$ cat src/rtl/core/mbrtu_pkg.sv
// Shared types, constants and the CRC-16 byte update for the Modbus RTU poll-and-check block.
// Used by every module under rtl/core; depends on nothing else.
`default_nettype none

package mbrtu_pkg;

    // Configuration register indexes.
    localparam logic [1:0] REG_DEVICE_ADDRESS   = 2'd0;
    localparam logic [1:0] REG_REGISTER_ADDRESS = 2'd1;
    localparam logic [1:0] REG_LINE_VOLTAGE     = 2'd2;

    // Configuration reset values.
    localparam logic [7:0]  DEVICE_ADDRESS_RST   = 8'h01;
    localparam logic [15:0] REGISTER_ADDRESS_RST = 16'h0049;
    localparam logic [8:0]  LINE_VOLTAGE_RST     = 9'd220;

    // Modbus framing constants.
    localparam logic [7:0]  FUNC_READ_HOLDING = 8'h03;
    localparam logic [7:0]  QUANTITY_HI       = 8'h00;
    localparam logic [7:0]  QUANTITY_LO       = 8'h01;
    localparam logic [15:0] CRC_POLY          = 16'hA001;
    localparam logic [15:0] CRC_INIT          = 16'hFFFF;

    // Operation codes of an input item.
    localparam logic OP_RX_BYTE = 1'b0;
    localparam logic OP_POLL    = 1'b1;

    // Response frame byte positions.
    localparam logic [3:0] POS_FIRST     = 4'd0;
    localparam logic [3:0] POS_VALUE_LO  = 4'd3;
    localparam logic [3:0] POS_LAST_DATA = 4'd6;
    localparam logic [3:0] POS_CRC_LO    = 4'd7;
    localparam logic [3:0] POS_CRC_HI    = 4'd8;

    // Request byte positions.
    localparam logic [2:0] TX_LAST_DATA = 3'd5;
    localparam logic [2:0] TX_LAST      = 3'd7;

    // What the deframer reports when the ninth byte of a frame arrives.
    typedef struct packed {
        logic        id_ok;
        logic        crc_ok;
        logic [31:0] current_raw;
        logic [40:0] power_estimate;
    } frame_report_t;

    // One byte of the reflected CRC-16 used by Modbus RTU.
    function automatic logic [15:0] crc16_byte(input logic [15:0] crc_in, input logic [7:0] data);
        logic [15:0] c;
        int          k;
        c = crc_in ^ {8'h00, data};
        for (k = 0; k < 8; k++) begin
            if (c[0])
                c = (c >> 1) ^ CRC_POLY;
            else
                c = c >> 1;
        end
        return c;
    endfunction

endpackage

`default_nettype wire

$ cat src/rtl/core/mbrtu_tx_seq.sv
// Read-request sequencer: produces the eight request bytes, one per step, with a running CRC.
// Depends on mbrtu_pkg.
`default_nettype none

module mbrtu_tx_seq (
    input  wire logic        clk,
    input  wire logic        rst_n,
    input  wire logic        step,
    input  wire logic [7:0]  device_address,
    input  wire logic [15:0] register_address,
    output logic [7:0]       tx_byte,
    output logic             tx_last
);

    logic [2:0]  count_reg;
    logic [2:0]  count_next;
    logic [15:0] crc_reg;
    logic [15:0] crc_next;
    logic [15:0] crc_base;

    // The CRC restarts with the first byte of every request.
    assign crc_base = (count_reg == 3'd0) ? mbrtu_pkg::CRC_INIT : crc_reg;

    always_comb
    begin
        case (count_reg)
            3'd0: tx_byte = device_address;
            3'd1: tx_byte = mbrtu_pkg::FUNC_READ_HOLDING;
            3'd2: tx_byte = register_address[15:8];
            3'd3: tx_byte = register_address[7:0];
            3'd4: tx_byte = mbrtu_pkg::QUANTITY_HI;
            3'd5: tx_byte = mbrtu_pkg::QUANTITY_LO;
            3'd6: tx_byte = crc_reg[7:0];
            default: tx_byte = crc_reg[15:8];
        endcase
    end

    assign tx_last = (count_reg == mbrtu_pkg::TX_LAST);

    always_comb
    begin
        count_next = count_reg;
        crc_next   = crc_reg;
        if (step)
        begin
            count_next = count_reg + 3'd1;
            if (count_reg <= mbrtu_pkg::TX_LAST_DATA)
                crc_next = mbrtu_pkg::crc16_byte(crc_base, tx_byte);
        end
    end

    always_ff @(posedge clk or negedge rst_n)
    begin
        if (!rst_n)
        begin
            count_reg <= 3'd0;
            crc_reg   <= mbrtu_pkg::CRC_INIT;
        end
        else
        begin
            count_reg <= count_next;
            crc_reg   <= crc_next;
        end
    end

endmodule

`default_nettype wire

$ cat src/rtl/core/mbrtu_rx_deframer.sv
// Nine-byte response deframer: running CRC, id check, big-endian value capture and power product.
// Depends on mbrtu_pkg.
`default_nettype none

module mbrtu_rx_deframer (
    input  wire logic                     clk,
    input  wire logic                     rst_n,
    input  wire logic                     step,
    input  wire logic [7:0]               rx_byte,
    input  wire logic [7:0]               device_address,
    input  wire logic [8:0]               line_voltage,
    output logic                          at_last,
    output mbrtu_pkg::frame_report_t      report
);

    logic [3:0]  pos_reg;
    logic [3:0]  pos_next;
    logic [15:0] crc_reg;
    logic [15:0] crc_next;
    logic [31:0] value_reg;
    logic [31:0] value_next;
    logic        addr_match_reg;
    logic        addr_match_next;
    logic        crc_lo_match_reg;
    logic        crc_lo_match_next;
    logic [15:0] crc_base;
    logic [31:0] value_base;

    assign at_last = (pos_reg >= mbrtu_pkg::POS_CRC_HI);

    // Byte 0 starts a fresh frame: CRC and value shifter begin from their initial values.
    assign crc_base   = (pos_reg == mbrtu_pkg::POS_FIRST) ? mbrtu_pkg::CRC_INIT : crc_reg;
    assign value_base = (pos_reg == mbrtu_pkg::POS_FIRST) ? 32'd0 : value_reg;

    always_comb
    begin
        pos_next          = pos_reg;
        crc_next          = crc_reg;
        value_next        = value_reg;
        addr_match_next   = addr_match_reg;
        crc_lo_match_next = crc_lo_match_reg;
        if (step)
        begin
            if (pos_reg == mbrtu_pkg::POS_FIRST)
            begin
                addr_match_next   = (rx_byte == device_address);
                crc_lo_match_next = 1'b0;
            end
            if (pos_reg <= mbrtu_pkg::POS_LAST_DATA)
            begin
                crc_next   = mbrtu_pkg::crc16_byte(crc_base, rx_byte);
                value_next = value_base;
                if (pos_reg >= mbrtu_pkg::POS_VALUE_LO)
                    value_next = {value_base[23:0], rx_byte};
                pos_next = pos_reg + 4'd1;
            end
            else if (pos_reg == mbrtu_pkg::POS_CRC_LO)
            begin
                crc_lo_match_next = (rx_byte == crc_reg[7:0]);
                pos_next          = mbrtu_pkg::POS_CRC_HI;
            end
            else
            begin
                pos_next = mbrtu_pkg::POS_FIRST;
                crc_next = mbrtu_pkg::CRC_INIT;
            end
        end
    end

    always_comb
    begin
        report.id_ok          = addr_match_reg;
        report.crc_ok         = crc_lo_match_reg && (rx_byte == crc_reg[15:8]);
        report.current_raw    = value_reg;
        report.power_estimate = {9'd0, value_reg} * {32'd0, line_voltage};
    end

    always_ff @(posedge clk or negedge rst_n)
    begin
        if (!rst_n)
        begin
            pos_reg          <= mbrtu_pkg::POS_FIRST;
            crc_reg          <= mbrtu_pkg::CRC_INIT;
            value_reg        <= 32'd0;
            addr_match_reg   <= 1'b0;
            crc_lo_match_reg <= 1'b0;
        end
        else
        begin
            pos_reg          <= pos_next;
            crc_reg          <= crc_next;
            value_reg        <= value_next;
            addr_match_reg   <= addr_match_next;
            crc_lo_match_reg <= crc_lo_match_next;
        end
    end

endmodule

`default_nettype wire

$ cat src/rtl/core/modbus_rtu_meter_poll_and_check.sv
// Modbus RTU master for one meter register: input stage, configuration registers, result register.
// Instantiates mbrtu_tx_seq and mbrtu_rx_deframer; depends on mbrtu_pkg.
//
// Usage. Items arrive on the input channel (in_valid / in_stall, operation, rx_byte). An item
// with operation = 1 is a poll: it yields eight result transfers carrying the read request
// (device id, function 3, register address, quantity 1, CRC-16 low then high byte), with
// tx_last on the eighth. An item with operation = 0 is a byte received from the meter; the
// ninth byte of each response frame yields one result transfer with frame_valid, id_ok,
// crc_ok, current_raw and power_estimate = current_raw * line_voltage. Other bytes yield none.
// An accepted transfer is stored in the input register, and any results it yields are loaded
// into the output register, from which they are transferred. Received bytes are taken one per
// cycle unless a poll holds the input register or a frame's ninth byte waits for a free
// output register. A poll holds the input register until its eighth request byte has gone into
// the output register. While the downstream side asserts out_stall the output register holds
// its transfer, and once the input register is also occupied by work that needs the output,
// in_stall is raised. Reset clears the pipeline, the response deframer and the request
// sequencer, and restores the configuration registers to device 1, register 73 and 220 V.
// Configuration writes are taken at any edge with cfg_write high and are meant to happen
// while the block is idle.
`default_nettype none

module modbus_rtu_meter_poll_and_check (
    input  wire logic        clk,
    input  wire logic        rst_n,
    input  wire logic        in_valid,
    output logic             in_stall,
    input  wire logic        operation,
    input  wire logic [7:0]  rx_byte,
    output logic             out_valid,
    input  wire logic        out_stall,
    output logic             tx_valid,
    output logic [7:0]       tx_byte,
    output logic             tx_last,
    output logic             frame_valid,
    output logic             id_ok,
    output logic             crc_ok,
    output logic [31:0]      current_raw,
    output logic [40:0]      power_estimate,
    input  wire logic        cfg_write,
    input  wire logic [1:0]  cfg_index,
    input  wire logic [15:0] cfg_data
);

    // Configuration registers.
    logic [7:0]  device_address_reg;
    logic [15:0] register_address_reg;
    logic [8:0]  line_voltage_reg;

    // Input register.
    logic        s1_valid_reg;
    logic        s1_valid_next;
    logic        s1_op_reg;
    logic [7:0]  s1_byte_reg;

    // Result register.
    logic        out_valid_reg;
    logic        out_valid_next;
    logic        tx_valid_reg;
    logic [7:0]  tx_byte_reg;
    logic        tx_last_reg;
    logic        frame_valid_reg;
    logic        id_ok_reg;
    logic        crc_ok_reg;
    logic [31:0] current_raw_reg;
    logic [40:0] power_estimate_reg;

    logic        out_free;
    logic        is_poll;
    logic        is_rx;
    logic        tx_step;
    logic        rx_step;
    logic        frame_emit;
    logic        s1_done;
    logic        accept;
    logic [7:0]  seq_byte;
    logic        seq_last;
    logic        rx_at_last;

    mbrtu_pkg::frame_report_t rx_report;

    mbrtu_tx_seq u_tx_seq (
        .clk              (clk),
        .rst_n            (rst_n),
        .step             (tx_step),
        .device_address   (device_address_reg),
        .register_address (register_address_reg),
        .tx_byte          (seq_byte),
        .tx_last          (seq_last)
    );

    mbrtu_rx_deframer u_rx_deframer (
        .clk            (clk),
        .rst_n          (rst_n),
        .step           (rx_step),
        .rx_byte        (s1_byte_reg),
        .device_address (device_address_reg),
        .line_voltage   (line_voltage_reg),
        .at_last        (rx_at_last),
        .report         (rx_report)
    );

    // The result register can take a new transfer when empty or being drained this cycle.
    assign out_free = !out_valid_reg || !out_stall;

    assign is_poll = s1_valid_reg && (s1_op_reg == mbrtu_pkg::OP_POLL);
    assign is_rx   = s1_valid_reg && (s1_op_reg == mbrtu_pkg::OP_RX_BYTE);

    // A poll emits one request byte per free output cycle. A received byte that does not
    // complete a frame needs no output slot and retires at once.
    assign tx_step    = is_poll && out_free;
    assign rx_step    = is_rx && (!rx_at_last || out_free);
    assign frame_emit = rx_step && rx_at_last;
    assign s1_done    = (tx_step && seq_last) || rx_step;

    assign in_stall = s1_valid_reg && !s1_done;
    assign accept   = in_valid && !in_stall;

    always_comb
    begin
        s1_valid_next = s1_valid_reg;
        if (accept)
            s1_valid_next = 1'b1;
        else if (s1_done)
            s1_valid_next = 1'b0;
    end

    always_comb
    begin
        out_valid_next = out_valid_reg;
        if (out_free)
            out_valid_next = tx_step || frame_emit;
    end

    always_ff @(posedge clk or negedge rst_n)
    begin
        if (!rst_n)
        begin
            device_address_reg   <= mbrtu_pkg::DEVICE_ADDRESS_RST;
            register_address_reg <= mbrtu_pkg::REGISTER_ADDRESS_RST;
            line_voltage_reg     <= mbrtu_pkg::LINE_VOLTAGE_RST;
        end
        else if (cfg_write)
        begin
            case (cfg_index)
                mbrtu_pkg::REG_DEVICE_ADDRESS:   device_address_reg   <= cfg_data[7:0];
                mbrtu_pkg::REG_REGISTER_ADDRESS: register_address_reg <= cfg_data;
                mbrtu_pkg::REG_LINE_VOLTAGE:     line_voltage_reg     <= cfg_data[8:0];
                default:
                begin
                end
            endcase
        end
    end

    always_ff @(posedge clk or negedge rst_n)
    begin
        if (!rst_n)
        begin
            s1_valid_reg  <= 1'b0;
            out_valid_reg <= 1'b0;
        end
        else
        begin
            s1_valid_reg  <= s1_valid_next;
            out_valid_reg <= out_valid_next;
        end
    end

    always_ff @(posedge clk)
    begin
        if (accept)
        begin
            s1_op_reg   <= operation;
            s1_byte_reg <= rx_byte;
        end
    end

    // Result payload: request bytes carry zero frame fields and frame reports zero tx fields.
    always_ff @(posedge clk)
    begin
        if (tx_step)
        begin
            tx_valid_reg       <= 1'b1;
            tx_byte_reg        <= seq_byte;
            tx_last_reg        <= seq_last;
            frame_valid_reg    <= 1'b0;
            id_ok_reg          <= 1'b0;
            crc_ok_reg         <= 1'b0;
            current_raw_reg    <= 32'd0;
            power_estimate_reg <= 41'd0;
        end
        else if (frame_emit)
        begin
            tx_valid_reg       <= 1'b0;
            tx_byte_reg        <= 8'd0;
            tx_last_reg        <= 1'b0;
            frame_valid_reg    <= 1'b1;
            id_ok_reg          <= rx_report.id_ok;
            crc_ok_reg         <= rx_report.crc_ok;
            current_raw_reg    <= rx_report.current_raw;
            power_estimate_reg <= rx_report.power_estimate;
        end
    end

    assign out_valid      = out_valid_reg;
    assign tx_valid       = tx_valid_reg;
    assign tx_byte        = tx_byte_reg;
    assign tx_last        = tx_last_reg;
    assign frame_valid    = frame_valid_reg;
    assign id_ok          = id_ok_reg;
    assign crc_ok         = crc_ok_reg;
    assign current_raw    = current_raw_reg;
    assign power_estimate = power_estimate_reg;

endmodule

`default_nettype wire

$ cat config.mk
export PLATFORM = sky130hd
export DESIGN_NAME = modbus_rtu_meter_poll_and_check
export DESIGN_NICKNAME = d
export VERILOG_FILES = /design/src/rtl/core/mbrtu_pkg.sv /design/src/rtl/core/mbrtu_tx_seq.sv /design/src/rtl/core/mbrtu_rx_deframer.sv /design/src/rtl/core/modbus_rtu_meter_poll_and_check.sv
export SDC_FILE = /design/constraint.sdc
export NUM_CORES = 1
export LEC_CHECK = 0
export ABC_CLOCK_PERIOD_IN_PS = 6100
export BUFFER_PORTS_ARGS = -buffer_cell sky130_fd_sc_hd__buf_2
export CELL_PAD_IN_SITES_DETAIL_PLACEMENT = 1
export CELL_PAD_IN_SITES_GLOBAL_PLACEMENT = 1
export CORE_AREA = 2 2 214 174
export CTS_CLUSTER_SIZE = 30
export DETAILED_ROUTE_END_ITERATION = 8
export DIE_AREA = 0 0 216 176
export PLACE_DENSITY = 0.85
export SLEW_MARGIN = 20
export SYNTH_ARGS = -nofsm -noshare
export SYNTH_HDL_FRONTEND = slang
export SYNTH_SLANG_ARGS = --single-unit
$ cat constraint.sdc
create_clock -name clk -period 6.1 [get_ports clk]
set_clock_uncertainty 0.1 [all_clocks]
set_input_delay 1.22 -clock clk [delete_from_list [all_inputs] [get_ports clk]]
set_output_delay 1.22 -clock clk [all_outputs]
set_load 0.02 [all_outputs]
==> impl_metrics.env, run 1 <==
export IMPL_status="finished, final reports clean"
export IMPL_numPortBuffers=119
export IMPL_crit_type="register to register"
export IMPL_htreeDepth=1
export IMPL_clk_pin_slew_worst_paths_ns=0.06
export IMPL_chipHeight_um=176
export IMPL_die_x_um=216
export IMPL_slew_violations=0
export IMPL_num_antenna_cells=0
export IMPL_vdd_ir_drop_max_mv=0.666
export IMPL_synth_area_mm2=0.0174
export IMPL_power_leakage_nw=9.30
export IMPL_synthArstFlopShare=0.532
export IMPL_cts_tree="yes"
export IMPL_rows=62
export IMPL_dr_pass1_iters=5
export IMPL_ios=120
export IMPL_cap_violations=0
export IMPL_synth_nets=2165
export IMPL_ant_nets=0
export IMPL_cp_arrival_ns=6.29
export IMPL_cts_root_buf="clkbuf_16"
export IMPL_endpoint_kind="register"
export IMPL_finalHoldViolCount=0
export IMPL_slew_limit_headroom=0.259
export IMPL_grt_usage=0.305
export IMPL_grt_pass1_vias=15800
export IMPL_finalSetupViolations=0
export IMPL_largest_register_ffs=41
export IMPL_wl_per_cell_um=23.4
export IMPL_grt_ovfl_total=0
export IMPL_ys_top_cells_by_area="fa_1, dfrtp_1, dfxtp_1"
export IMPL_syn_area_per_cell_um2=9.36
export IMPL_grt_max_degree=76
export IMPL_synthCells=1853
export IMPL_synth_edf_count=18
export IMPL_antenna_found_initial=2
export IMPL_vias=13800
export IMPL_start_kind="register"
export IMPL_nets=2223
export IMPL_place_hpwl_um=40100
export IMPL_cts_resized=0
export IMPL_routed_wl_um=56500
export IMPL_cts_buffers_inserted=24
export IMPL_hp_class="register to register"
export IMPL_cts_sinks=203
export IMPL_post_place_cells=2365
export IMPL_cts_hold_buf=0
export IMPL_drc=0
export IMPL_fin_tns_setup_ns=0
export IMPL_ys_flop_type="dfxtp_1"
export IMPL_postCtsSetupBuffers=0
export IMPL_ys_seq_elements=203
export IMPL_fin_crit_sh=0.974
export IMPL_layout_cells_non_filler=2409
export IMPL_p_per_area_mw_per_mm2=414
export IMPL_ys_warn_count=0
export IMPL_synth_top_area_share=0.243
export IMPL_dieArea_mm2=0.0380
export IMPL_synth_common_cells="nand2_1, inv_1, fa_1, and2_1, clkbuf_1"
export IMPL_start_util=0.486
export IMPL_worstPathRequired_ns=6.45
export IMPL_grt_pass1_wl_um=89700
export IMPL_finalCriticalPeriod_ns=5.94
export IMPL_syn_to_final_growth_pct=10.9
export IMPL_timing_fmax_ghz=0.168
export IMPL_vias_per_cell=5.74
export IMPL_cts_buffer_depth=3
export IMPL_worst_slew_pin_slew_ns=1.11
export IMPL_layout_drive_gt1_share=0.146
export IMPL_synth_distinct_cells=65
export IMPL_gp_congestion=0.893
export IMPL_post_synth_top_count_cell="nand2_1"
export IMPL_synth_top_area_cell="fa_1"
export IMPL_drt_iter0_markers=1021
export IMPL_path_max_fanout=17
export IMPL_core_mm2=0.0357
export IMPL_ys_seq_area_frac=0.279
export IMPL_clk_insertion_delay_late_ns=0.57
export IMPL_rsz0062_at_grt="false"
path summary, 6_finish.rpt:
path / from / endpoint / slack, ns / depth (start not counted)
worst max-delay path: line_voltage_reg[2] / power_estimate[36] / 0.16 / 20
worst min-delay path: frame_valid / frame_valid / 0.34 / 2
worst max register to register: line_voltage_reg[2] / power_estimate[36] / 0.16 / 20
worst min register to register: frame_valid / frame_valid / 0.34 / 2
max in group asynchronous: rst_n / u_rx_deframer.value_reg[14] / 4.04 / 2
min in group asynchronous: rst_n / s1_valid_reg / 0.59 / 1
metal layers:
metal  track usage  vias up  routed length (um)  part of all wire
li1              -     6017                   -                 -
met1         0.383     7103               22900              0.41
met5             0        -                  27           0.00048
met3        0.0696      155                4350             0.077
met2         0.519      558               27100              0.48
met4         0.107        4                2020             0.036
logic make-up after synthesis:
logic type | share of synthesized area
simple gates | 0.162
buf+inv | 0.0757
compound gates | 0.105
fa+ha+maj | 0.293
flops | 0.279
xor+xnor | 0.0585
mux | 0.0271
layout make-up:
cell class                 instances  area (um2)
sequential                       203        4840
fill                            4054       16400
clock inverter                     8        97.6
multi-input combinational       1302       11300
clock buffer                      36         686
timing repair buffer             149         898
tap                              480         601
inverter                         231         867
through the flow:
stage	instance area [um2]	hold WS (ns)	setup slack [ns]	power, mW	util
6_report	19200	0.344	0.161	7.96	0.539
5_1_grt	19200	0.370	0.0216	8.46	0.539
4_1_cts	19200	0.351	0.0798	7.94	0.539
3_5_place_dp	18400	0.342	0.103	6.40	0.517
3_3_place_gp	18400	0.334	0.316	6.10	0.517
2_1_floorplan	17400	0.335	0.686	5.21	-
critical path, cell delays in order, from the launching register on:
cell and delay [ns]:
dfstp_2 0.68, buf_12 0.20, nand2_1 0.08, fa_1 0.54, inv_1 0.07, fa_1 0.52
inv_1 0.07, fa_1 0.48, fa_1 0.52, inv_1 0.05, ha_1 0.35, inv_1 0.17
nor2_1 0.07, o21a_1 0.18, a311oi_1 0.32, buf_4 0.19, a21oi_1 0.13, a211oi_1 0.43
o21bai_1 0.11, a211o_1 0.30, a32o_1 0.26
cell usage in the layout (no fill, tap or decap), types with 7 or more instances in the layout:
cell type	count
nor3_1	15
dfxtp_1	77
nand2_1	257
nor2_1	70
ha_1	69
buf_4	25
buf_2	118
inv_1	231
xor2_1	32
o21ai_0	106
a211oi_1	9
xnor2_1	73
a21o_1	20
clkbuf_16	24
nand4_1	8
fa_1	211
mux2_2	38
edfxtp_1	18
a21oi_1	45
dfrtp_1	67
dfstp_2	40
o22a_1	7
and2_1	165
clkbuf_1	8
a22o_1	32
nand3_1	41
power breakdown:
part	switching (mW)	internal [mW]	total, mW
Clock	0.628	0.827	1.45
Combinational	2.44	1.82	4.26
Sequential	0.487	1.76	2.24
Total	3.56	4.40	7.96
Note: power is estimated with default switching activity, not from simulation.
==> run 2: changes to the inputs <==
CORE_AREA = 2 2 236 192   (was 2 2 214 174)
DIE_AREA = 0 0 238 194   (was 0 0 216 176)
PLACE_DENSITY = 0.72   (was 0.85)
==> impl_metrics.env, run 2 (synthesis gave the netlist of run 1 again) <==
export IMPL_p_int_mw=4.50
export IMPL_min_delay_worst_endpoint="frame_valid"
export IMPL_crit_type="register to register"
export IMPL_cts_buffers_inserted=24
export IMPL_r2r_end="power_estimate[39]"
export IMPL_finalSetupViolations=0
export IMPL_hp_start="frame_valid"
export IMPL_die_x_um=238
export IMPL_holdWs_ns=0.339
export IMPL_rows=69
export IMPL_chipHeight_um=194
export IMPL_ios=120
export IMPL_ant_nets=0
export IMPL_grt_ovfl_total=0
export IMPL_hold_depth=2
export IMPL_power_share_sequential=0.280
export IMPL_mostFrequentLayoutCells="nand2_1, inv_1, fa_1"
export IMPL_switching_share=0.434
export IMPL_clk_pin_slew_worst_paths_ns=0.06
export IMPL_path_buf_inv=5
export IMPL_layout_setup_ws_ns=0.256
export IMPL_routed_wl_um=52700
export IMPL_syn_to_final_growth_pct=12.9
export IMPL_power_leakage_nw=9.44
export IMPL_grt_usage=0.229
export IMPL_htreeDepth=1
export IMPL_endpoint_kind="register"
export IMPL_fillers=5071
export IMPL_place_hpwl_um=39800
export IMPL_num_antenna_cells=0
export IMPL_worst_slew_pin_slew_ns=1.02
export IMPL_core_mm2=0.0439
export IMPL_worstPathRequired_ns=6.42
export IMPL_crit_path_frequent_cell="fa_1"
export IMPL_cts_root_buf="clkbuf_16"
export IMPL_r2r_setup_slack_ns=0.26
export IMPL_start_util=0.396
export IMPL_wl_per_cell_um=20.9
export IMPL_timing_fmax_ghz=0.171
export IMPL_start_kind="register"
export IMPL_slew_limit_headroom=0.322
export IMPL_slowest_delay_ns=0.62
export IMPL_grt_max_degree=76
export IMPL_p_per_area_mw_per_mm2=406
export IMPL_cts_buffer_depth=3
export IMPL_slew_violations=0
export IMPL_status="finished, final reports clean"
export IMPL_dp_slack_ns=0.0921
export IMPL_numPortBuffers=119
export IMPL_finalHoldViolCount=0
export IMPL_fin_total_pwr_mw=7.95
export IMPL_antenna_found_initial=1
export IMPL_p_comb_frac=0.530
export IMPL_gp_congestion=0.855
export IMPL_worst_path_max_delay_cell="dfstp_2"
export IMPL_cts_tree="yes"
export IMPL_fin_tns_setup_ns=0
export IMPL_r2r_cells=18
export IMPL_vdd_ir_drop_max_mv=1.05
export IMPL_dieArea_mm2=0.0462
export IMPL_grt_pass1_wl_um=83100
export IMPL_path_max_fanout=19
export IMPL_rsz0062_at_grt="false"
export IMPL_cap_violations=0
export IMPL_drt_iter0_markers=923
export IMPL_cp_arrival_ns=6.17
export IMPL_net_switching_power_mw=3.45
export IMPL_drc=0
export IMPL_dr_pass1_iters=7
export IMPL_vias=13300
export IMPL_finalCriticalPeriod_ns=5.84
export IMPL_clk_insertion_delay_late_ns=0.56
export IMPL_critPathTopFamily="adder cells"
export IMPL_nets=2249
export IMPL_hp_class="register to register"
export IMPL_cts_sinks=203
export IMPL_fin_crit_sh=0.958
export IMPL_pwr_share_clk=0.189
export IMPL_crit_chain="buf_12 -> buf_4 -> nand2_1 -> fa_1 -> inv_1 -> fa_1 -> fa_1 -> inv_1 -> fa_1 -> inv_1 -> ha_1 -> and3_1 -> nand4_1 -> or3_1 -> o21ai_0 -> a41oi_1 -> a211oi_1 -> a211oi_1"
export IMPL_layout_commonest_cell="nand2_1"
export IMPL_r2r_start="line_voltage_reg[2]"
export IMPL_vias_per_cell=5.28
export IMPL_largest_register_ffs=41
export IMPL_layout_drive_gt1_share=0.162
export IMPL_grt_pass1_vias=14600
[run 2: cell count changes in the layout (fill, tap and decap cells not counted), moves of 2 or more]
| cell | delta |
|---|---|
| buf_12 | -2 |
| buf_4 | +27 |
| dfstp_4 | +2 |
| dfrtp_2 | +5 |
| dfrtp_1 | -5 |
| clkinvlp_4 | +2 |
| clkbuf_1 | -2 |
| clkbuf_8 | +2 |
| dfstp_2 | -2 |
[run 2: what timing repair did]
item	4_1_cts	5_1_grt
setup buffers	0	4
hold buffers	0	0
gates resized for setup	0	14
endpoints found under the setup margin	0	11
[run 2: area by class of cell]
type	instances	area, um2	area share
timing repair buffer	175	1080	0.0549
sequential	203	4850	0.248
multi-input combinational	1302	11300	0.575
tap	568	711	0.0363
clock inverter	8	120	0.00613
inverter	231	867	0.0443
clock buffer	36	706	0.0360
[run 2: worst max path at each step]
stage / cells past startpoint / startpoint / endpoint / slack [ns]
after floorplan: 19 / line_voltage_reg[2] / power_estimate[40] / 0.69
after global placement: 18 / line_voltage_reg[3] / power_estimate[40] / 0.22
after detailed placement: 18 / line_voltage_reg[3] / power_estimate[40] / 0.09
after CTS: 18 / line_voltage_reg[3] / power_estimate[40] / 0.03
after global routing: 19 / line_voltage_reg[0] / power_estimate[29] / 0.0007
final: 18 / line_voltage_reg[2] / power_estimate[39] / 0.26
[run 2: metrics by stage]
stage / util / std cells / area (um2)
2_1_floorplan: - / 1853 / 17400
3_3_place_gp: 0.426 / 2475 / 18700
3_5_place_dp: 0.426 / 2475 / 18700
4_1_cts: 0.445 / 2519 / 19500
5_1_grt: 0.447 / 2523 / 19600
6_report: 0.447 / 2523 / 19600
[run 2: worst min-delay path, cell delays in order, from the launching register on]
cell and delay, ns:
dfxtp_1 0.30, nand2_1 0.05, nand2_1 0.04
[run 2: metal layers]
layer	global-route usage	share of wire
met1	0.324	0.46
met2	0.376	0.46
met3	0.0342	0.058
met4	0.0470	0.020
met5	0	0
[run 2: power by group through the flow]
stage | Combinational, mW | Clock [mW] | Sequential, mW
finish | 4.21 | 1.50 | 2.23
global route | 4.72 | 1.60 | 2.27
CTS | 4.24 | 1.54 | 2.22
detailed placement | 4.20 | 0 | 2.24
global placement | 3.97 | 0 | 2.22
floorplan | 3.14 | 0 | 2.07
==> run 3: changes to the inputs <==
ABC_AREA = 1   (was default)
CORE_AREA = 2 2 241 196   (was 2 2 236 192)
DIE_AREA = 0 0 243 198   (was 0 0 238 194)
PLACE_DENSITY = 0.74   (was 0.72)
==> impl_metrics.env, run 3 <==
export IMPL_synth_mux_area_frac=0.00436
export IMPL_synth_top_area_share=0.234
export IMPL_ys_top_cells_by_area="fa_1, nand2_1, inv_1"
export IMPL_synthSimpleGateAreaFrac=0.181
export IMPL_ys_warn_count=0
export IMPL_worst_slew_pin_slew_ns=0.976
export IMPL_ys_seq_area_frac=0.267
export IMPL_slew_violations=0
export IMPL_synth_top_area_cell="fa_1"
export IMPL_chipHeight_um=198
export IMPL_stdcell_area_mm2=0.0202
export IMPL_p_per_area_mw_per_mm2=449
export IMPL_syn_area_per_cell_um2=7.70
export IMPL_fillers=5733
export IMPL_multiInputGateArea_mm2=0.0107
export IMPL_synth_common_cells="nand2_1, inv_1, fa_1, o21ai_0, clkbuf_1"
export IMPL_worstPathRequired_ns=6.45
export IMPL_synth_fa_ha_area_frac=0.281
export IMPL_start_kind="register"
export IMPL_synth_nets=2662
export IMPL_grt_ovfl_total=0
export IMPL_core_mm2=0.0460
export IMPL_slowest_delay_ns=0.78
export IMPL_path_buf_inv=4
export IMPL_fin_tns_setup_ns=0
export IMPL_worst_path_max_delay_cell="dfrtp_1"
export IMPL_critPathTopFamily="adder cells"
export IMPL_vias_per_cell=5.13
export IMPL_cap_violations=0
export IMPL_gp_congestion=0.906
export IMPL_cts_resized=0
export IMPL_crit_type="register to register"
export IMPL_dr_pass1_iters=5
export IMPL_clk_insertion_delay_late_ns=0.58
export IMPL_clk_pin_slew_worst_paths_ns=0.07
export IMPL_holdWs_ns=0.355
export IMPL_finalHoldViolCount=0
export IMPL_path_max_fanout=10
export IMPL_rows=71
export IMPL_cts_tree="yes"
export IMPL_synth_area_mm2=0.0181
export IMPL_cp_arrival_ns=6.24
export IMPL_nets=2736
export IMPL_place_hpwl_um=49400
export IMPL_grt_pass1_wl_um=97500
export IMPL_cts_buffers_inserted=24
export IMPL_drc=0
export IMPL_finalCriticalPeriod_ns=5.89
export IMPL_wl_per_cell_um=20.2
export IMPL_synth_top_family_by_area="adder cells"
export IMPL_ys_flop_type="dfxtp_1"
export IMPL_cts_sinks=203
export IMPL_synthArstFlopShare=0.532
export IMPL_cts_root_buf="clkbuf_16"
export IMPL_routed_wl_um=62000
export IMPL_synth_xor_area_frac=0.0221
export IMPL_htreeDepth=1
export IMPL_post_synth_top_count_cell="nand2_1"
export IMPL_fin_total_pwr_mw=9.06
export IMPL_vias=15700
export IMPL_fin_crit_sh=0.966
export IMPL_synth_compound_area_share=0.101
export IMPL_antenna_found_initial=0
export IMPL_grt_usage=0.262
export IMPL_die_x_um=243
export IMPL_crit_chain="nand2_1 -> fa_1 -> inv_1 -> fa_1 -> inv_1 -> fa_1 -> fa_1 -> inv_1 -> ha_1 -> nand2_1 -> o21ai_2 -> a21oi_1 -> o21ai_1 -> a21oi_1 -> o21bai_1 -> nand2_1 -> nand2_1 -> xnor2_1 -> nand2_1 -> nand2_1 -> inv_1"
export IMPL_layout_setup_ws_ns=0.208
export IMPL_grt_max_degree=77
export IMPL_grt_pass1_vias=16900
export IMPL_postCtsSetupBuffers=0
export IMPL_placed_cell_area_mm2=0.0193
export IMPL_synth_distinct_cells=53
export IMPL_start_util=0.393
export IMPL_layout_commonest_cell="nand2_1"
export IMPL_dieArea_mm2=0.0481
export IMPL_cts_buffer_depth=3
export IMPL_slew_limit_headroom=0.348
export IMPL_vdd_ir_drop_max_mv=0.259
export IMPL_finalSetupViolations=0
export IMPL_cts_hold_buf=0
export IMPL_synthCells=2350
export IMPL_dp_slack_ns=0.441
export IMPL_drt_iter0_markers=1064
export IMPL_rsz0062_at_grt="false"
export IMPL_ant_nets=0
export IMPL_crit_path_frequent_cell="nand2_1"
export IMPL_numPortBuffers=119
export IMPL_layout_drive_gt1_share=0.112
export IMPL_endpoint_kind="register"
export IMPL_timing_fmax_ghz=0.170
export IMPL_power_leakage_nw=11.5
export IMPL_ios=120
export IMPL_mostFrequentLayoutCells="nand2_1, inv_1, fa_1"
export IMPL_final_seq_area_mm2=0.00484
export IMPL_synth_edf_count=18
export IMPL_status="finished, final reports clean"
export IMPL_ys_seq_elements=203
export IMPL_hp_class="register to register"
export IMPL_num_antenna_cells=0
export IMPL_syn_to_final_growth_pct=11.6
export IMPL_largest_register_ffs=41
-- run 3: cell count changes after synthesis, moves of 18 or more --
cell and change:
inv_1 +328, xnor2_1 -52, a21oi_1 +29, and2_1 -164
nor2_1 +18, nand2_1 +363, nand3_1 +40, o21ai_0 +35
o22ai_1 +31, a22o_1 -27, mux2_2 -31
-- run 3: layout make-up --
type	count	share of cell area
Clock buffer	34	0.0351
Clock inverter	10	0.00825
Inverter	563	0.105
Multi-Input combinational cell	1472	0.529
Sequential cell	203	0.240
Tap cell	620	0.0384
Timing Repair Buffer	160	0.0449
-- run 3: worst paths after layout --
| path | to | slack, ns | cells past startpoint | from |
|---|---|---|---|---|
| min in group asynchronous | line_voltage_reg[1] | 0.71 | 1 | rst_n |
| min | frame_valid | 0.35 | 2 | frame_valid |
| max | power_estimate[26] | 0.21 | 21 | u_rx_deframer.value_reg[7] |
| min reg2reg | frame_valid | 0.35 | 2 | frame_valid |
| max in group asynchronous | u_rx_deframer.value_reg[22] | 3.98 | 2 | rst_n |
| max reg2reg | power_estimate[26] | 0.21 | 21 | u_rx_deframer.value_reg[7] |
-- run 3: worst min-delay path, cell delays in order (launching register included) --
cell	delay, ns
dfxtp_1	0.31
nand2_1	0.06
nand2_1	0.05
-- run 3: metal layers --
| metal | vias to the layer above | wire [um] | track usage | part of all wire |
|---|---|---|---|---|
| met1 | 8023 | 30000 | 0.385 | 0.48 |
| li1 | 7206 | - | - | - |
| met2 | 410 | 27500 | 0.416 | 0.44 |
| met3 | 80 | 3140 | 0.0282 | 0.051 |
| met5 | - | 0 | 0 | 0 |
| met4 | 0 | 1350 | 0.0575 | 0.022 |
-- run 3: cell families (layout without fill, tap and decap cells) --
group / Yosys count / count (layout)
XOR/XNOR: 44 / 44
buffers and inverters: 675 / 767
adder cells (fa/ha/maj): 280 / 280
flip-flops: 203 / 203
multiplexers: 7 / 7
AO/OA/AOI/OAI: 319 / 319
AND/OR/NAND/NOR: 822 / 822
-- run 3: stage by stage --
stage	utilization	cells
global route	0.439	3062
floorplan	-	2350
finish	0.439	3062
detailed placement	0.420	3018
global placement	0.420	3018
CTS	0.439	3062
-- run 3: power breakdown --
group | internal, mW | total, mW | switching (mW)
Combinational | 1.71 | 5.18 | 3.47
Clock | 0.946 | 1.61 | 0.660
Sequential | 1.73 | 2.27 | 0.537
Total | 4.39 | 9.06 | 4.66
